[config.mk]
export PLATFORM = sky130hd
export DESIGN_NAME = nmea_rmc_position_extractor_flat
export DESIGN_NICKNAME = d
export VERILOG_FILES = /design/src/hw/rtl/nrpe_pkg.sv /design/src/hw/rtl/nrpe_stream_if.sv /design/src/hw/rtl/nrpe_parser.sv /design/src/hw/rtl/nrpe_format.sv /design/src/hw/rtl/nmea_rmc_position_extractor.sv /design/src/flat_wrapper.sv
export SDC_FILE = /design/constraint.sdc
export NUM_CORES = 2
export LEC_CHECK = 0
export BUFFER_PORTS_ARGS = -buffer_cell sky130_fd_sc_hd__buf_2
export CORE_UTILIZATION = 68
export CTS_BUF_LIST = sky130_fd_sc_hd__clkbuf_8
export DETAILED_ROUTE_END_ITERATION = 8
export GPL_ROUTABILITY_DRIVEN = 0
export PLACE_DENSITY = 0.91
export SLEW_MARGIN = 30
export SYNTH_ARGS = -nofsm -noshare
export SYNTH_HDL_FRONTEND = slang
export SYNTH_SLANG_ARGS = --single-unit
export TNS_END_PERCENT = 50
[constraint.sdc]
create_clock -name clock -period 12.55 [get_ports clock]
set_input_delay 1.255 -clock clock [delete_from_list [all_inputs] [get_ports clock]]
set_output_delay 1.255 -clock clock [all_outputs]
set_load 0.01 [all_outputs]
[src/hw/rtl/nrpe_pkg.sv]
// ----------------------------------------------------------------------------
// nrpe_pkg
// Types and constants shared by the RMC position extractor modules.
// ----------------------------------------------------------------------------
package nrpe_pkg;

   // configuration register
   localparam int HOUR_W = 5;
   typedef logic [HOUR_W-1:0] hour_type;
   localparam hour_type HOUR_OFFSET_RESET = 5'd2;

   // characters of the sentence
   typedef logic [7:0] char_type;
   localparam char_type CHAR_DOLLAR = 8'h24;
   localparam char_type CHAR_G      = 8'h47;
   localparam char_type CHAR_N      = 8'h4E;
   localparam char_type CHAR_R      = 8'h52;
   localparam char_type CHAR_M      = 8'h4D;
   localparam char_type CHAR_C      = 8'h43;
   localparam char_type CHAR_S      = 8'h53;
   localparam char_type CHAR_W      = 8'h57;
   localparam char_type CHAR_COMMA  = 8'h2C;
   localparam char_type CHAR_STAR   = 8'h2A;
   localparam char_type CHAR_DOT    = 8'h2E;
   localparam char_type CHAR_LF     = 8'h0A;
   localparam char_type CHAR_ZERO   = 8'h30;
   localparam char_type CHAR_NINE   = 8'h39;

   // field numbers, counted by commas
   typedef logic [3:0] field_type;
   localparam field_type FIELD_NONE = 4'd0;
   localparam field_type FIELD_TIME = 4'd1;
   localparam field_type FIELD_LAT  = 4'd3;
   localparam field_type FIELD_NS   = 4'd4;
   localparam field_type FIELD_LON  = 4'd5;
   localparam field_type FIELD_EW   = 4'd6;
   localparam field_type FIELD_DATE = 4'd9;
   localparam field_type FIELD_LAST = 4'd15;

   // header matcher
   typedef enum logic [2:0] {
      HDR_IDLE,
      HDR_DOLLAR,
      HDR_G,
      HDR_N,
      HDR_R,
      HDR_M,
      HDR_C
   } hdr_state_type;

   // accumulator widths and limits
   localparam int TIME_BCD_W = 24;
   localparam int TIME_DIGITS = 6;
   localparam int DATE_ACC_W = 20;
   localparam int LAT_INT_W = 14;
   localparam int LON_INT_W = 15;
   localparam logic [LAT_INT_W-1:0] LAT_INT_CAP = 14'd16383;
   localparam logic [LON_INT_W-1:0] LON_INT_CAP = 15'd32767;

   // divide by 100 through a reciprocal
   localparam int DIV_BASE = 100;
   localparam int LAT_DIV_SHIFT = LAT_INT_W + $clog2(DIV_BASE);
   localparam int LAT_DIV_MUL = (2**LAT_DIV_SHIFT + DIV_BASE - 1) / DIV_BASE;
   localparam int LAT_MUL_W = $clog2(LAT_DIV_MUL + 1);
   localparam int LAT_Q_W = 8;
   localparam int LON_DIV_SHIFT = LON_INT_W + $clog2(DIV_BASE);
   localparam int LON_DIV_MUL = (2**LON_DIV_SHIFT + DIV_BASE - 1) / DIV_BASE;
   localparam int LON_MUL_W = $clog2(LON_DIV_MUL + 1);
   localparam int LON_Q_W = 9;

   // output limits
   localparam logic [6:0]  LAT_DEG_CAP   = 7'd90;
   localparam logic [7:0]  LON_DEG_CAP   = 8'd180;
   localparam logic [5:0]  MINSEC_CAP    = 6'd59;
   localparam logic [9:0]  DECISEC_CAP   = 10'd599;
   localparam logic [18:0] DATE_CAP      = 19'd311299;
   localparam logic [7:0]  HOURS_PER_DAY = 8'd24;

   typedef struct packed {
      logic [7:0] rx_byte;
   } req_payload_type;

   typedef struct packed {
      logic [4:0]  local_hour;
      logic [5:0]  minute_of_hour;
      logic [5:0]  second_of_minute;
      logic [6:0]  lat_degrees;
      logic [5:0]  lat_minutes;
      logic [9:0]  lat_decisec;
      logic        lat_south;
      logic [7:0]  lon_degrees;
      logic [5:0]  lon_minutes;
      logic [9:0]  lon_decisec;
      logic        lon_west;
      logic [18:0] date_ddmmyy;
   } rsp_payload_type;

endpackage

[src/hw/rtl/nrpe_stream_if.sv]
// ----------------------------------------------------------------------------
// nrpe_stream_if
// Valid/ready channel carrying one payload per transaction.
// ----------------------------------------------------------------------------
interface nrpe_stream_if #(
   parameter type payload_type = logic
);
   logic        valid;
   logic        ready;
   payload_type data;

   modport source (output valid, output data, input ready);
   modport sink (input valid, input data, output ready);
endinterface

[src/hw/rtl/nrpe_parser.sv]
// ----------------------------------------------------------------------------
// nrpe_parser
// Byte-wise sentence parser: header match, field split and digit accumulation.
// ----------------------------------------------------------------------------
module nrpe_parser #(
   parameter int FRAC_DIGITS = 4,
   localparam int FRAC_W = $clog2(10**FRAC_DIGITS),
   localparam int FDIG_W = $clog2(FRAC_DIGITS + 1)
) (
   input  logic                                  clock,
   input  logic                                  reset,
   input  logic                                  accept,
   input  nrpe_pkg::char_type                    rx_byte,
   output logic                                  emit,
   output logic [nrpe_pkg::TIME_BCD_W-1:0]       time_bcd,
   output logic [nrpe_pkg::LAT_INT_W-1:0]        lat_int,
   output logic [FRAC_W-1:0]                     lat_frac,
   output logic [FDIG_W-1:0]                     lat_fdig,
   output logic [nrpe_pkg::LON_INT_W-1:0]        lon_int,
   output logic [FRAC_W-1:0]                     lon_frac,
   output logic [FDIG_W-1:0]                     lon_fdig,
   output logic [1:0]                            hemi,
   output logic [nrpe_pkg::DATE_ACC_W-1:0]       date_acc
);
   import nrpe_pkg::*;

   hdr_state_type          hdr_ff, hdr_in;
   logic                   in_sent_ff, in_sent_in;
   field_type              field_ff, field_in;
   logic [3:0]             dpos_ff, dpos_in;
   logic [TIME_BCD_W-1:0]  time_ff, time_in;
   logic [LAT_INT_W-1:0]   lat_int_ff, lat_int_in;
   logic [FRAC_W-1:0]      lat_frac_ff, lat_frac_in;
   logic [FDIG_W-1:0]      lat_fdig_ff, lat_fdig_in;
   logic [LON_INT_W-1:0]   lon_int_ff, lon_int_in;
   logic [FRAC_W-1:0]      lon_frac_ff, lon_frac_in;
   logic [FDIG_W-1:0]      lon_fdig_ff, lon_fdig_in;
   logic [1:0]             hemi_ff, hemi_in;
   logic [DATE_ACC_W-1:0]  date_ff, date_in;

   logic                   is_digit;
   logic [3:0]             digit;
   logic [2:0]             dcount;
   logic                   in_frac;
   logic [FRAC_W+3:0]      lat_frac_next;
   logic [FRAC_W+3:0]      lon_frac_next;
   logic [DATE_ACC_W+3:0]  date_next;

   function automatic logic [LAT_INT_W-1:0] lat_sat_add(
      input logic [LAT_INT_W-1:0] acc,
      input logic [3:0]           d
   );
      logic [LAT_INT_W+3:0] v;
      v = (LAT_INT_W+4)'(acc) * (LAT_INT_W+4)'(10) + (LAT_INT_W+4)'(d);
      return (v > (LAT_INT_W+4)'(LAT_INT_CAP)) ? LAT_INT_CAP : v[LAT_INT_W-1:0];
   endfunction

   function automatic logic [LON_INT_W-1:0] lon_sat_add(
      input logic [LON_INT_W-1:0] acc,
      input logic [3:0]           d
   );
      logic [LON_INT_W+3:0] v;
      v = (LON_INT_W+4)'(acc) * (LON_INT_W+4)'(10) + (LON_INT_W+4)'(d);
      return (v > (LON_INT_W+4)'(LON_INT_CAP)) ? LON_INT_CAP : v[LON_INT_W-1:0];
   endfunction

   assign is_digit = (rx_byte >= CHAR_ZERO) && (rx_byte <= CHAR_NINE);
   assign digit    = rx_byte[3:0];
   assign dcount   = dpos_ff[2:0];
   assign in_frac  = dpos_ff[3];

   assign lat_frac_next = (FRAC_W+4)'(lat_frac_ff) * (FRAC_W+4)'(10) + (FRAC_W+4)'(digit);
   assign lon_frac_next = (FRAC_W+4)'(lon_frac_ff) * (FRAC_W+4)'(10) + (FRAC_W+4)'(digit);
   assign date_next = (DATE_ACC_W+4)'(date_ff) * (DATE_ACC_W+4)'(10)
                    + (DATE_ACC_W+4)'(digit);

   assign emit = accept && in_sent_ff && (rx_byte == CHAR_LF);

   always_comb begin
      hdr_in      = hdr_ff;
      in_sent_in  = in_sent_ff;
      field_in    = field_ff;
      dpos_in     = dpos_ff;
      time_in     = time_ff;
      lat_int_in  = lat_int_ff;
      lat_frac_in = lat_frac_ff;
      lat_fdig_in = lat_fdig_ff;
      lon_int_in  = lon_int_ff;
      lon_frac_in = lon_frac_ff;
      lon_fdig_in = lon_fdig_ff;
      hemi_in     = hemi_ff;
      date_in     = date_ff;
      if (accept) begin
         if ((rx_byte == CHAR_DOLLAR) || (in_sent_ff && (rx_byte == CHAR_LF))) begin
            // start of a new sentence or end of a recognized one
            hdr_in      = (rx_byte == CHAR_DOLLAR) ? HDR_DOLLAR : HDR_IDLE;
            in_sent_in  = 1'b0;
            field_in    = FIELD_NONE;
            dpos_in     = '0;
            time_in     = '0;
            lat_int_in  = '0;
            lat_frac_in = '0;
            lat_fdig_in = '0;
            lon_int_in  = '0;
            lon_frac_in = '0;
            lon_fdig_in = '0;
            hemi_in     = '0;
            date_in     = '0;
         end else if (in_sent_ff) begin
            if (rx_byte == CHAR_COMMA) begin
               dpos_in = '0;
               if (field_ff != FIELD_LAST) begin
                  field_in = field_ff + 4'd1;
               end
            end else if (rx_byte == CHAR_STAR) begin
               dpos_in  = '0;
               field_in = FIELD_LAST;
            end else if (rx_byte == CHAR_DOT) begin
               if (!in_frac) begin
                  dpos_in = 4'b1000;
               end
            end else begin
               case (field_ff)
                  FIELD_TIME: begin
                     if (is_digit && !in_frac && (dcount < 3'(TIME_DIGITS))) begin
                        time_in = {time_ff[TIME_BCD_W-5:0], digit};
                        dpos_in = dpos_ff + 4'd1;
                     end
                  end
                  FIELD_LAT: begin
                     if (is_digit) begin
                        if (in_frac) begin
                           if (dcount < 3'(FRAC_DIGITS)) begin
                              lat_frac_in = lat_frac_next[FRAC_W-1:0];
                              lat_fdig_in = lat_fdig_ff + FDIG_W'(1);
                              dpos_in     = dpos_ff + 4'd1;
                           end
                        end else begin
                           lat_int_in = lat_sat_add(lat_int_ff, digit);
                           if (dcount != 3'd7) begin
                              dpos_in = dpos_ff + 4'd1;
                           end
                        end
                     end
                  end
                  FIELD_NS: begin
                     hemi_in[0] = (rx_byte == CHAR_S);
                  end
                  FIELD_LON: begin
                     if (is_digit) begin
                        if (in_frac) begin
                           if (dcount < 3'(FRAC_DIGITS)) begin
                              lon_frac_in = lon_frac_next[FRAC_W-1:0];
                              lon_fdig_in = lon_fdig_ff + FDIG_W'(1);
                              dpos_in     = dpos_ff + 4'd1;
                           end
                        end else begin
                           lon_int_in = lon_sat_add(lon_int_ff, digit);
                           if (dcount != 3'd7) begin
                              dpos_in = dpos_ff + 4'd1;
                           end
                        end
                     end
                  end
                  FIELD_EW: begin
                     hemi_in[1] = (rx_byte == CHAR_W);
                  end
                  FIELD_DATE: begin
                     if (is_digit && !in_frac && (dcount < 3'(TIME_DIGITS))) begin
                        date_in = date_next[DATE_ACC_W-1:0];
                        dpos_in = dpos_ff + 4'd1;
                     end
                  end
                  default: begin
                  end
               endcase
            end
         end else begin
            hdr_in = HDR_IDLE;
            case (hdr_ff)
               HDR_DOLLAR: begin
                  if (rx_byte == CHAR_G) begin
                     hdr_in = HDR_G;
                  end
               end
               HDR_G: begin
                  if (rx_byte == CHAR_N) begin
                     hdr_in = HDR_N;
                  end
               end
               HDR_N: begin
                  if (rx_byte == CHAR_R) begin
                     hdr_in = HDR_R;
                  end
               end
               HDR_R: begin
                  if (rx_byte == CHAR_M) begin
                     hdr_in = HDR_M;
                  end
               end
               HDR_M: begin
                  if (rx_byte == CHAR_C) begin
                     hdr_in = HDR_C;
                  end
               end
               HDR_C: begin
                  if (rx_byte == CHAR_COMMA) begin
                     in_sent_in = 1'b1;
                     field_in   = FIELD_TIME;
                     dpos_in    = '0;
                  end
               end
               default: begin
                  hdr_in = HDR_IDLE;
               end
            endcase
         end
      end
   end

   always_ff @(posedge clock) begin
      if (reset) begin
         hdr_ff     <= HDR_IDLE;
         in_sent_ff <= 1'b0;
         field_ff   <= FIELD_NONE;
         dpos_ff    <= '0;
      end else begin
         hdr_ff     <= hdr_in;
         in_sent_ff <= in_sent_in;
         field_ff   <= field_in;
         dpos_ff    <= dpos_in;
      end
   end

   // cleared by every dollar sign before a sentence can use them
   always_ff @(posedge clock) begin
      time_ff     <= time_in;
      lat_int_ff  <= lat_int_in;
      lat_frac_ff <= lat_frac_in;
      lat_fdig_ff <= lat_fdig_in;
      lon_int_ff  <= lon_int_in;
      lon_frac_ff <= lon_frac_in;
      lon_fdig_ff <= lon_fdig_in;
      hemi_ff     <= hemi_in;
      date_ff     <= date_in;
   end

   assign time_bcd = time_ff;
   assign lat_int  = lat_int_ff;
   assign lat_frac = lat_frac_ff;
   assign lat_fdig = lat_fdig_ff;
   assign lon_int  = lon_int_ff;
   assign lon_frac = lon_frac_ff;
   assign lon_fdig = lon_fdig_ff;
   assign hemi     = hemi_ff;
   assign date_acc = date_ff;

endmodule

[src/hw/rtl/nrpe_format.sv]
// ----------------------------------------------------------------------------
// nrpe_format
// Two-stage conversion of the parsed fields into the result transaction.
// ----------------------------------------------------------------------------
module nrpe_format #(
   parameter int FRAC_DIGITS = 4,
   localparam int FRAC_W = $clog2(10**FRAC_DIGITS),
   localparam int FDIG_W = $clog2(FRAC_DIGITS + 1)
) (
   input  logic                                  clock,
   input  logic                                  reset,
   input  logic                                  advance,
   input  logic                                  load,
   input  nrpe_pkg::hour_type                    hour_offset,
   input  logic [nrpe_pkg::TIME_BCD_W-1:0]       time_bcd,
   input  logic [nrpe_pkg::LAT_INT_W-1:0]        lat_int,
   input  logic [FRAC_W-1:0]                     lat_frac,
   input  logic [FDIG_W-1:0]                     lat_fdig,
   input  logic [nrpe_pkg::LON_INT_W-1:0]        lon_int,
   input  logic [FRAC_W-1:0]                     lon_frac,
   input  logic [FDIG_W-1:0]                     lon_fdig,
   input  logic [1:0]                            hemi,
   input  logic [nrpe_pkg::DATE_ACC_W-1:0]       date_acc,
   output logic                                  rsp_valid,
   output nrpe_pkg::rsp_payload_type             rsp_data
);
   import nrpe_pkg::*;

   // decisec = frac * 600 / 10^k for k fraction digits, via reciprocal
   localparam logic [63:0] TOP_POW = 64'd10 ** FRAC_DIGITS;
   localparam int TOP_SHIFT = 2 * $clog2(TOP_POW);
   localparam logic [63:0] TOP_MUL = ((64'd600 << TOP_SHIFT) + TOP_POW - 64'd1) / TOP_POW;
   localparam int MUL_W = $clog2(TOP_MUL + 64'd1);
   localparam int PROD_W = FRAC_W + MUL_W;
   localparam int SH_W = $clog2(TOP_SHIFT + 1);
   localparam int TAB_N = 2**FDIG_W;

   logic [MUL_W-1:0] mul_tab [TAB_N];
   logic [SH_W-1:0]  sh_tab [TAB_N];

   for (genvar k = 0; k < TAB_N; k++) begin : g_tab
      if (k <= FRAC_DIGITS) begin : g_used
         localparam logic [63:0] DEC_POW = 64'd10 ** k;
         localparam int SHIFT = 2 * $clog2(DEC_POW);
         localparam logic [63:0] RECIP = ((64'd600 << SHIFT) + DEC_POW - 64'd1) / DEC_POW;
         assign mul_tab[k] = MUL_W'(RECIP);
         assign sh_tab[k]  = SH_W'(SHIFT);
      end else begin : g_unused
         assign mul_tab[k] = '0;
         assign sh_tab[k]  = '0;
      end
   end

   function automatic logic [4:0] hour_wrap(input logic [7:0] sum);
      logic [7:0] v;
      v = sum;
      for (int i = 0; i < 5; i++) begin
         if (v >= HOURS_PER_DAY) begin
            v = v - HOURS_PER_DAY;
         end
      end
      return v[4:0];
   endfunction

   function automatic logic [5:0] sat_minsec(input logic [6:0] v);
      return (v > 7'(MINSEC_CAP)) ? MINSEC_CAP : v[5:0];
   endfunction

   // first stage
   logic                          f1_vld_ff, f1_vld_in;
   logic [7:0]                    hr_sum_ff, hr_sum_in;
   logic [5:0]                    minute_ff, minute_in;
   logic [5:0]                    second_ff, second_in;
   logic [LAT_INT_W-1:0]          lat_x_ff;
   logic [LAT_Q_W-1:0]            lat_q_ff, lat_q_in;
   logic [LON_INT_W-1:0]          lon_x_ff;
   logic [LON_Q_W-1:0]            lon_q_ff, lon_q_in;
   logic [PROD_W-1:0]             lat_prod_ff, lat_prod_in;
   logic [PROD_W-1:0]             lon_prod_ff, lon_prod_in;
   logic [FDIG_W-1:0]             lat_fdig_ff;
   logic [FDIG_W-1:0]             lon_fdig_ff;
   logic [1:0]                    hemi_ff;
   logic [18:0]                   date_ff, date_in;

   logic [6:0]                    hr_bin;
   logic [6:0]                    min_bin;
   logic [6:0]                    sec_bin;
   logic [LAT_INT_W+LAT_MUL_W-1:0] lat_div_prod;
   logic [LON_INT_W+LON_MUL_W-1:0] lon_div_prod;

   // result register
   logic                          out_vld_ff, out_vld_in;
   rsp_payload_type               out_ff, out_in;

   logic [LAT_INT_W-1:0]          lat_rem;
   logic [LON_INT_W-1:0]          lon_rem;
   logic [PROD_W-1:0]             lat_shift;
   logic [PROD_W-1:0]             lon_shift;

   always_comb begin
      hr_bin  = 7'(time_bcd[23:20]) * 7'd10 + 7'(time_bcd[19:16]);
      min_bin = 7'(time_bcd[15:12]) * 7'd10 + 7'(time_bcd[11:8]);
      sec_bin = 7'(time_bcd[7:4]) * 7'd10 + 7'(time_bcd[3:0]);
      hr_sum_in = 8'(hr_bin) + 8'(hour_offset);
      minute_in = sat_minsec(min_bin);
      second_in = sat_minsec(sec_bin);

      lat_div_prod = (LAT_INT_W+LAT_MUL_W)'(lat_int)
                   * (LAT_INT_W+LAT_MUL_W)'(LAT_DIV_MUL);
      lon_div_prod = (LON_INT_W+LON_MUL_W)'(lon_int)
                   * (LON_INT_W+LON_MUL_W)'(LON_DIV_MUL);
      lat_q_in = lat_div_prod[LAT_DIV_SHIFT +: LAT_Q_W];
      lon_q_in = lon_div_prod[LON_DIV_SHIFT +: LON_Q_W];

      lat_prod_in = PROD_W'(lat_frac) * PROD_W'(mul_tab[lat_fdig]);
      lon_prod_in = PROD_W'(lon_frac) * PROD_W'(mul_tab[lon_fdig]);

      date_in = (date_acc > DATE_ACC_W'(DATE_CAP)) ? DATE_CAP : date_acc[18:0];

      f1_vld_in = advance ? load : f1_vld_ff;
   end

   always_comb begin
      lat_rem   = lat_x_ff - LAT_INT_W'(lat_q_ff) * LAT_INT_W'(DIV_BASE);
      lon_rem   = lon_x_ff - LON_INT_W'(lon_q_ff) * LON_INT_W'(DIV_BASE);
      lat_shift = lat_prod_ff >> sh_tab[lat_fdig_ff];
      lon_shift = lon_prod_ff >> sh_tab[lon_fdig_ff];

      out_in.local_hour       = hour_wrap(hr_sum_ff);
      out_in.minute_of_hour   = minute_ff;
      out_in.second_of_minute = second_ff;
      out_in.lat_degrees      = (lat_q_ff > LAT_Q_W'(LAT_DEG_CAP)) ?
                                LAT_DEG_CAP : lat_q_ff[6:0];
      out_in.lat_minutes      = (lat_rem > LAT_INT_W'(MINSEC_CAP)) ?
                                MINSEC_CAP : lat_rem[5:0];
      out_in.lat_decisec      = (lat_shift > PROD_W'(DECISEC_CAP)) ?
                                DECISEC_CAP : lat_shift[9:0];
      out_in.lat_south        = hemi_ff[0];
      out_in.lon_degrees      = (lon_q_ff > LON_Q_W'(LON_DEG_CAP)) ?
                                LON_DEG_CAP : lon_q_ff[7:0];
      out_in.lon_minutes      = (lon_rem > LON_INT_W'(MINSEC_CAP)) ?
                                MINSEC_CAP : lon_rem[5:0];
      out_in.lon_decisec      = (lon_shift > PROD_W'(DECISEC_CAP)) ?
                                DECISEC_CAP : lon_shift[9:0];
      out_in.lon_west         = hemi_ff[1];
      out_in.date_ddmmyy      = date_ff;

      out_vld_in = advance ? f1_vld_ff : out_vld_ff;
   end

   always_ff @(posedge clock) begin
      if (reset) begin
         f1_vld_ff  <= 1'b0;
         out_vld_ff <= 1'b0;
      end else begin
         f1_vld_ff  <= f1_vld_in;
         out_vld_ff <= out_vld_in;
      end
   end

   always_ff @(posedge clock) begin
      if (advance) begin
         hr_sum_ff   <= hr_sum_in;
         minute_ff   <= minute_in;
         second_ff   <= second_in;
         lat_x_ff    <= lat_int;
         lat_q_ff    <= lat_q_in;
         lon_x_ff    <= lon_int;
         lon_q_ff    <= lon_q_in;
         lat_prod_ff <= lat_prod_in;
         lon_prod_ff <= lon_prod_in;
         lat_fdig_ff <= lat_fdig;
         lon_fdig_ff <= lon_fdig;
         hemi_ff     <= hemi;
         date_ff     <= date_in;
         out_ff      <= out_in;
      end
   end

   assign rsp_valid = out_vld_ff;
   assign rsp_data  = out_ff;

endmodule

[src/hw/rtl/nmea_rmc_position_extractor.sv]
// ----------------------------------------------------------------------------
// nmea_rmc_position_extractor
// Parses RMC sentences from a byte stream and reports time, position, date.
// ----------------------------------------------------------------------------
//   channel      direction  payload                           handshake
//   req_channel  in         rx_byte, one character            valid/ready
//   rsp_channel  out        local time, lat, lon, date        valid/ready
//   csr_*        in         hour_offset (reset 2)             write enable
//
// one byte accepted per cycle while the result side keeps up
// a result passes the conversion stage and the result register after
// its line feed is accepted
// reset is synchronous; no clearing pass
// a stalled result holds the whole pipeline and drops req ready
// ----------------------------------------------------------------------------
module nmea_rmc_position_extractor #(
   parameter int FRAC_DIGITS = 4
) (
   input  logic                clock,
   input  logic                reset,
   input  logic                csr_wr_en,
   input  nrpe_pkg::hour_type  csr_wr_data,
   nrpe_stream_if.sink         req_channel,
   nrpe_stream_if.source       rsp_channel
);
   import nrpe_pkg::*;

   localparam int FRAC_W = $clog2(10**FRAC_DIGITS);
   localparam int FDIG_W = $clog2(FRAC_DIGITS + 1);

   hour_type               hour_offset_ff, hour_offset_in;
   logic                   advance;
   logic                   accept;
   logic                   emit;
   logic [TIME_BCD_W-1:0]  time_bcd;
   logic [LAT_INT_W-1:0]   lat_int;
   logic [FRAC_W-1:0]      lat_frac;
   logic [FDIG_W-1:0]      lat_fdig;
   logic [LON_INT_W-1:0]   lon_int;
   logic [FRAC_W-1:0]      lon_frac;
   logic [FDIG_W-1:0]      lon_fdig;
   logic [1:0]             hemi;
   logic [DATE_ACC_W-1:0]  date_acc;
   logic                   rsp_valid;
   rsp_payload_type        rsp_data;

   assign advance = !rsp_valid || rsp_channel.ready;
   assign accept  = req_channel.valid && advance;
   assign req_channel.ready = advance;

   assign hour_offset_in = csr_wr_en ? csr_wr_data : hour_offset_ff;

   always_ff @(posedge clock) begin
      if (reset) begin
         hour_offset_ff <= HOUR_OFFSET_RESET;
      end else begin
         hour_offset_ff <= hour_offset_in;
      end
   end

   nrpe_parser #(
      .FRAC_DIGITS (FRAC_DIGITS)
   ) u_parser (
      .clock    (clock),
      .reset    (reset),
      .accept   (accept),
      .rx_byte  (req_channel.data.rx_byte),
      .emit     (emit),
      .time_bcd (time_bcd),
      .lat_int  (lat_int),
      .lat_frac (lat_frac),
      .lat_fdig (lat_fdig),
      .lon_int  (lon_int),
      .lon_frac (lon_frac),
      .lon_fdig (lon_fdig),
      .hemi     (hemi),
      .date_acc (date_acc)
   );

   nrpe_format #(
      .FRAC_DIGITS (FRAC_DIGITS)
   ) u_format (
      .clock       (clock),
      .reset       (reset),
      .advance     (advance),
      .load        (emit),
      .hour_offset (hour_offset_ff),
      .time_bcd    (time_bcd),
      .lat_int     (lat_int),
      .lat_frac    (lat_frac),
      .lat_fdig    (lat_fdig),
      .lon_int     (lon_int),
      .lon_frac    (lon_frac),
      .lon_fdig    (lon_fdig),
      .hemi        (hemi),
      .date_acc    (date_acc),
      .rsp_valid   (rsp_valid),
      .rsp_data    (rsp_data)
   );

   assign rsp_channel.valid = rsp_valid;
   assign rsp_channel.data  = rsp_data;

   // a line feed that ends a sentence reaches the output when the pipeline advances
   a_emit_reaches_output : assert property (@(posedge clock) disable iff (reset)
      emit ##1 advance |=> rsp_channel.valid)
      else $error("result missing after sentence end");

   // every new result comes from a sentence end through the conversion stage
   a_no_spurious_result : assert property (@(posedge clock) disable iff (reset)
      $rose(rsp_channel.valid) |-> $past(emit, 2))
      else $error("result without sentence end");

   // wrapped hour and minutes stay in range
   a_time_range : assert property (@(posedge clock) disable iff (reset)
      rsp_channel.valid |-> (rsp_channel.data.local_hour < 5'd24)
                         && (rsp_channel.data.minute_of_hour <= MINSEC_CAP))
      else $error("time field out of range");

endmodule

[src/flat_wrapper.sv]
// flat-port wrapper written by rule: the top's interface ports become plain ports
module nmea_rmc_position_extractor_flat import nrpe_pkg::*;
#(
   parameter int FRAC_DIGITS = 4
)
  (clock, reset, csr_wr_en, csr_wr_data, req_channel_valid, req_channel_data, req_channel_ready, rsp_channel_valid, rsp_channel_data, rsp_channel_ready);
  nrpe_stream_if #(.payload_type(req_payload_type)) req_channel_i ();
  nrpe_stream_if #(.payload_type(rsp_payload_type)) rsp_channel_i ();
  input  logic clock;
  input  logic reset;
  input  logic csr_wr_en;
  input  nrpe_pkg::hour_type csr_wr_data;
  input wire logic [$bits(req_channel_i.valid)-1:0] req_channel_valid;
  input wire logic [$bits(req_channel_i.data)-1:0] req_channel_data;
  output wire logic [$bits(req_channel_i.ready)-1:0] req_channel_ready;
  output wire logic [$bits(rsp_channel_i.valid)-1:0] rsp_channel_valid;
  output wire logic [$bits(rsp_channel_i.data)-1:0] rsp_channel_data;
  input wire logic [$bits(rsp_channel_i.ready)-1:0] rsp_channel_ready;
  assign req_channel_i.valid = req_channel_valid;
  assign req_channel_i.data = req_channel_data;
  assign req_channel_ready = req_channel_i.ready;
  assign rsp_channel_valid = rsp_channel_i.valid;
  assign rsp_channel_data = rsp_channel_i.data;
  assign rsp_channel_i.ready = rsp_channel_ready;
  nmea_rmc_position_extractor #(.FRAC_DIGITS(FRAC_DIGITS)) u_core (.clock(clock), .reset(reset), .csr_wr_en(csr_wr_en), .csr_wr_data(csr_wr_data), .req_channel(req_channel_i), .rsp_channel(rsp_channel_i));
endmodule
Word-level counts from Yosys, hierarchy flattened. Memory sizes are Yosys's and may differ from the RTL's. Index checks and enable logic that the tools add are counted. Widths: inputs -> output; s select.

Add/sub/neg operators: 20. Multipliers: 14. Magnitude comparators: 24. Eq/ne operators: 37. Shift-type cells: 2. Multiplexer cells: 113. Bitwise logic cells: 4. Reductions and logical operators: 40.

Operator list (count): $mux 14 (24); $mux 24 (10); $mux 15 (8); $mux 20 (6); $gt 38x10->1 const B (2); $mul 14x24->38 (2); $mux 4 (19); $shr 38x5->38 (2); $mux 3 (22); $eq 8x7->1 const B (7); $ge 8x5->1 const B (5); $eq 8x6->1 const B (4); $mux 8 (4); $sub 8x5->8 const B (4); $add 14x4->14 (2); $mul 14x3->13 const B (2); $mul 15x13->28 const B (1); $mul 14x13->27 const B (1); $reduce_and 9->1 (3); $mux 5 (5); $reduce_bool 2->1 (11); $add 7x4->7 (3); $add 20x4->20 (1); $gt 20x19->1 const B (1); other kinds (57) (105).

Flip-flop bits (word level): 382. Bits in read-only memories: 464. Input port bits: 18. Output and inout bits: 87. Memories: 4.

Memories: (no name shown) (words 8, width 24, rd ports 1, clocked after memory_dff 0, write ports 0, line nrpe_format.sv:116) `lon_prod_in = PROD_W'(lon_frac) * PROD_W'(mul_tab[lon_fdig]);`; (no name shown) (words 8, width 24, rd ports 1, clocked after memory_dff 0, write ports 0, line nrpe_format.sv:115) `lat_prod_in = PROD_W'(lat_frac) * PROD_W'(mul_tab[lat_fdig]);`; (no name shown) (words 8, width 5, rd ports 1, clocked after memory_dff 0, write ports 0, line nrpe_format.sv:127) `lon_shift = lon_prod_ff >> sh_tab[lon_fdig_ff];`; (no name shown) (words 8, width 5, rd ports 1, clocked after memory_dff 0, write ports 0, line nrpe_format.sv:126) `lat_shift = lat_prod_ff >> sh_tab[lat_fdig_ff];`.

Longest topological paths before layout.
Word-level depth: 11. Mapped depth: 30. Gate-level depth less buffers: 28.

Modules after synthesis. A second synthesis with hierarchy kept.

Cell total of the unflattened synthesis: 4856. Area, all modules: 49463.7 um^2.

By module, submodules not included: nrpe_format (instances 1, cells an instance 3786, area an instance 38931.1 um^2); nrpe_parser (instances 1, cells an instance 1052, area an instance 10336.2 um^2); nmea_rmc_position_extractor (instances 1, cells an instance 18, area an instance 196.4 um^2).

Worst setup path after synthesis. No wires, ideal clock.

Path kind: input -> register. Start point: input port rsp_channel_ready. End point: register u_core.u_parser.time_ff[0], in the netlist u_core.u_parser.time_bcd[0], enable pin. Setup time: 413 ps. Arrival: 8203 ps. Data required time: 12137 ps. Path slack: 3934 ps. Cell stages on the path: 5. Path through: nor2b_1 -> inv_1 -> and2_1 -> o211ai_1 -> a21oi_1.

Word-level cells in the longest chain between the ends: 3.

RTL lines: start, declared (line flat_wrapper.sv:18) `input wire logic [$bits(rsp_channel_i.ready)-1:0] rsp_channel_ready;`; $logic_or 1x1->1 (line nmea_rmc_position_extractor.sv:47) `assign advance = !rsp_valid || rsp_channel.ready;`; via req_channel_ready (line flat_wrapper.sv:15) `output wire logic [$bits(req_channel_i.ready)-1:0] req_channel_ready;`; $logic_and 1x1->1 (line nmea_rmc_position_extractor.sv:48) `assign accept = req_channel.valid && advance;`; $reduce_and 7->1 (no line); end signal, assigned (line nrpe_parser.sv:237) `time_ff <= time_in;`; end, declared (line nrpe_parser.sv:31) `logic [TIME_BCD_W-1:0] time_ff, time_in;`.

The timed path passes the listed nets, and every way through them passes these cells. A chain may end at the register's enable or synchronous reset.

Worst setup path after layout.
Start point: register u_core.u_parser.lon_fdig_ff[2], in the netlist u_core.u_parser.lon_fdig[2]. End point: register u_core.u_format.lon_prod_ff[37], data pin.

Word-level cells in the longest chain between the ends: 5.

RTL lines: start, declared (line nrpe_parser.sv:37) `logic [FDIG_W-1:0] lon_fdig_ff, lon_fdig_in;`; start signal, assigned (line nrpe_parser.sv:243) `lon_fdig_ff <= lon_fdig_in;`; $not 3->4 (implied by the code) (line nrpe_format.sv:116); $mem_v2 8x24; $mux 24 (implied by the code) (2 in a row) (line nrpe_format.sv:116); $mul 14x24->38 (line nrpe_format.sv:116); via u_core.u_format.lon_prod_in[37] (line nrpe_format.sv:79) `logic [PROD_W-1:0] lon_prod_ff, lon_prod_in;`; end signal, assigned (line nrpe_format.sv:171) `lon_prod_ff <= lon_prod_in;`; end, declared (line nrpe_format.sv:79).

The timed path passes the listed nets, and every way through them passes these cells. The select of a mux whose other input is x is not followed.

==> out/results.tsv <==
stage	metric	value	unit
clock_network	Hold Buf Count CTS	0	
clock_network	CTS buffer count	70	
critical_path	Setup crit start kind	register	
critical_path	flop2flop setup slack	3880	ps
placed_design	DP Worst Slack	4160	ps
synth	largest area contributor in the netlist	fa_1	
synth	largest family of logic cells by synthesized area	adder cells	
floorplan	I/O pin total	105	
clock_network	clk buf depth	3	
power	Pwr Density	54.1	nW/um^2
layout	share of cells above drive strength 1	6.57	%
floorplan	Die Wd	270	um
placed_design	Post-DP Area	50300	um^2
layout	Area growth, synth to finish	6.03	%
global_route	initial antenna violation count	4	
timing	final critical-path required period	8670	ps
synth	Mean Syn Cell Area	10.2	um^2
synth	xor and xnor area share after synthesis	4.40	%
routing	DR pass1 iterations	6	
floorplan	core area	70500	um^2
synth	Syn Nets	6064	
clock_network	htree depth	3	
routing	per-cell routed wire length	20.1	um
worst_hold_path	min-delay src	u_core.u_format.minute_ff[3]$_SDFFCE_PN1N_	
layout	Total Nets Final	6167	
synth	top_reg_cell synth	edfxtp_1	
routing	number of vias per cell	6.09	
timing	worst setup margin	3880	ps
worst_hold_path	Hold WC Path Type	register to register	
critical_path	reg-to-reg startpoint	u_core.u_parser.lon_fdig[2]$_SDFFCE_PN0P_	
critical_path	CP Class	register to register	
timing	relative slew slack	30.5	%
floorplan	site row count	97	
timing	setup TNS	0	ps
synth	proportion of synthesized area in mux cells	3.13	%
routing	Antenna Nets Post-Route	0	
timing	Max Transition Viols Final	0	
floorplan	die footprint	72800	um^2
synth	Cells after Synth	4777	
synth	Ys Warns	0	
layout	Finished Layout Cells	5875	
clock_network	Resized Gates After CTS	0	
timing	period utilization	69.0	%
timing	fmax	115	MHz
synth	post-synthesis compound-gate area fraction	8.31	%
synth	number of distinct library cells after synthesis	95	
floorplan	Initial Util	69.2	%
power	Pwr Total	0.00280	W
placed_design	DP Cell Count	5747	
critical_path	Critical Path RT	12970	ps
job	max_cap viols	0	
critical_path	worst reg-to-reg path cell count	25	
synth	Post-Syn Area	48800	um^2
global_route	largest net degree at the start of global routing	116	
routing	drt drc	0	
power	Worst VDD drop	0.0000782	V
synth	post-synth top area share	24.1	%
clock_network	root buf cell	clkbuf_8	
power	Lkg Pwr	25.4	nW
layout	Finished Cell Area	51700	um^2
global_route	first-pass GRT wire length	193000	um
timing	unrepaired setup endpoints after global routing	false	
synth	ys async rst share	0	%
clock_network	CTS tree	yes	
global_route	total global routing overflow	0	
critical_path	crit path DAT	9090	ps
synth	sequential cell area fraction in the yosys report	23.0	%
status	outcome	finished, final reports clean	
clock_network	CTS Sinks	380	
synth	Synth top cells by count	inv_1, ha_1, fa_1	
worst_hold_path	WHS Endpoint	u_core.u_format.rsp_data[77]$_DFFE_PN_	
synth	count leader, synth	inv_1	
critical_path	worst reg2reg endpoint	u_core.u_format.lon_prod_ff[37]$_DFFE_PN_	
synth	top cells by area, synth	fa_1, edfxtp_1, ha_1	
worst_hold_path	Hold Path Stages	0	
synth	flop and latch count out of synthesis	380	
synth	Adder-Cell Fraction of Synth Area	41.6	%
placed_design	Post-DP HPWL	92900	um
timing	Final Hold Viols	0	
critical_path	crit-path max FO	26	
synth	simple-gate share of the synthesized area	11.6	%
floorplan	Die Y	270	um
synth	Post-synth EDFFs	361	
routing	routed wire length	118000	um
timing	Final setup viols	0	
global_route	GRT Util Overall	33.1	%
critical_path	Setup crit end kind	register	
placed_design	Port Buffers	104	
global_route	vias in the first global route	38400	
clock_network	postcts setup bufs	0	
clock_network	clk slew on worst S/H paths	60	ps
clock_network	worst-skew pair later-pin latency	730	ps
routing	Detailed Route Iter0 Violations	3281	
routing	via count	35800	
timing	Worst Max-Slew Pin Slew	1040	ps
timing	clock skew	42.9	ps
power breakdown:
| part | internal, W | switching [W] |
|---|---|---|
| clock network | 0.000647 | 0.000589 |
| registers | 0.00138 | 0.00000670 |
| logic | 0.0000759 | 0.000102 |
cells by family (layout without fill, tap and decap cells):
logic type | after synthesis | after routing
AOI/OAI and AO/OA | 625 | 625
xor gates and xnor gates | 242 | 242
adders and majority gates | 1271 | 1271
buffers and inverters | 1025 | 1180
DFF | 380 | 380
muxes | 120 | 120
other | 0 | 3
and+or+nand+nor | 1114 | 1114
cell usage in the layout, fill, tap and decap left out, types with 10 or more instances in the layout:
cell type | netlist | layout
inv_1 | 935 | 949
ha_1 | 682 | 682
fa_1 | 587 | 587
edfxtp_1 | 361 | 361
nand2_1 | 300 | 300
nor2_1 | 210 | 209
a21oi_1 | 189 | 186
and2_1 | 173 | 173
xnor2_1 | 149 | 149
o21ai_0 | 110 | 109
buf_2 | 14 | 104
xor2_1 | 91 | 91
mux2i_1 | 90 | 89
clkbuf_8 | 0 | 72
nand3_1 | 71 | 71
a21o_1 | 68 | 68
and3_1 | 62 | 62
nor3_1 | 62 | 62
nand2b_1 | 44 | 43
nor2b_1 | 48 | 43
or2_2 | 39 | 39
a211oi_1 | 32 | 32
o21a_1 | 27 | 27
a31oi_1 | 26 | 26
mux4_2 | 25 | 25
o21ai_1 | 22 | 22
nor3b_1 | 22 | 22
dfxtp_1 | 19 | 19
nand4_1 | 18 | 18
o21bai_1 | 18 | 18
nor4_1 | 16 | 16
buf_4 | 5 | 16
o211ai_1 | 14 | 14
or3_1 | 13 | 13
clkinv_2 | 0 | 12
clkinv_1 | 0 | 12
a21boi_0 | 11 | 11
a211o_1 | 11 | 11
o31ai_1 | 10 | 10
flip-flops by register name, indices dropped and copies added (netlist names), 4 cells and up:
name                         flops
u_core.u_parser.lat_frac        14
u_core.u_format.lat_q_ff         8
u_core.u_format.rsp_data        85
u_core.u_format.lat_prod_ff     37
u_core.u_format.lon_x_ff        15
u_core.u_parser.lat_int         14
u_core.u_format.minute_ff        6
u_core.u_format.hr_sum_ff        8
u_core.u_format.date_ff         19
u_core.u_format.lon_prod_ff     37
u_core.u_parser.dpos_ff          4
u_core.u_parser.field_ff         4
u_core.u_format.second_ff        6
u_core.hour_offset_ff            5
u_core.u_format.lon_q_ff         9
u_core.u_parser.lon_int         15
u_core.u_parser.time_bcd        24
u_core.u_format.lat_x_ff        14
u_core.u_parser.lon_frac        14
u_core.u_parser.date_acc        20
cell type report:
class                           count  area [um^2]
Tap cell                          940         1180
Clock buffer                       72          991
Timing Repair Buffer              121          668
Sequential cell                   380        11200
Clock inverter                     52          403
Fill cell                        4343        18800
Antenna cell                        3         7.51
Inverter                          935         3520
Multi-Input combinational cell   3372        33800
worst max-delay path by stage:
stage	start	endpoint	slack [ps]
6_report	u_core.u_parser.lon_fdig[2]$_SDFFCE_PN0P_	u_core.u_format.lon_prod_ff[37]$_DFFE_PN_	3880
5_1_grt	u_core.u_parser.lon_fdig[2]$_SDFFCE_PN0P_	u_core.u_format.lon_prod_ff[37]$_DFFE_PN_	3620
4_1_cts	u_core.u_parser.lon_fdig[2]$_SDFFCE_PN0P_	u_core.u_format.lon_prod_ff[37]$_DFFE_PN_	4110
3_5_place_dp	u_core.u_parser.lon_fdig[2]$_SDFFCE_PN0P_	u_core.u_format.lon_prod_ff[37]$_DFFE_PN_	4160
3_3_place_gp	u_core.u_parser.lon_fdig[2]$_SDFFCE_PN0P_	u_core.u_format.lon_prod_ff[37]$_DFFE_PN_	4460
2_1_floorplan	rsp_channel_ready	u_core.u_parser.time_bcd[0]$_SDFFCE_PN0P_	3930
layer usage:
metal / track usage (%) / vias up / part of all wire, %
met5: 0 / - / 0.013
met4: 16.7 / 4 / 5.2
met3: 7.94 / 543 / 9.2
met2: 56.2 / 1882 / 48
met1: 39.3 / 17300 / 37
li1: - / 16000 / -
critical path, stage by stage, from the launching register on:
cell,delay [ps]
edfxtp_1,1040
inv_1,600
ha_1,600
nand2_1,220
inv_1,100
fa_1,540
inv_1,70
fa_1,520
inv_1,50
fa_1,460
fa_1,520
fa_1,550
inv_1,50
fa_1,490
inv_1,50
ha_1,360
a21oi_1,230
o21ai_0,220
o32a_1,410
o311ai_1,160
a21oi_1,170
o21a_1,200
nor2_1,180
nor2_1,90
o41ai_1,380
xnor2_1,130
per-stage QoR:
stage          utilization, %  hold WS [ps]
2_1_floorplan               -           400
3_3_place_gp             71.3           401
3_5_place_dp             71.3           405
4_1_cts                  73.3           411
5_1_grt                  73.4           417
6_report                 73.4           405
(Power assumes the default switching activity.)
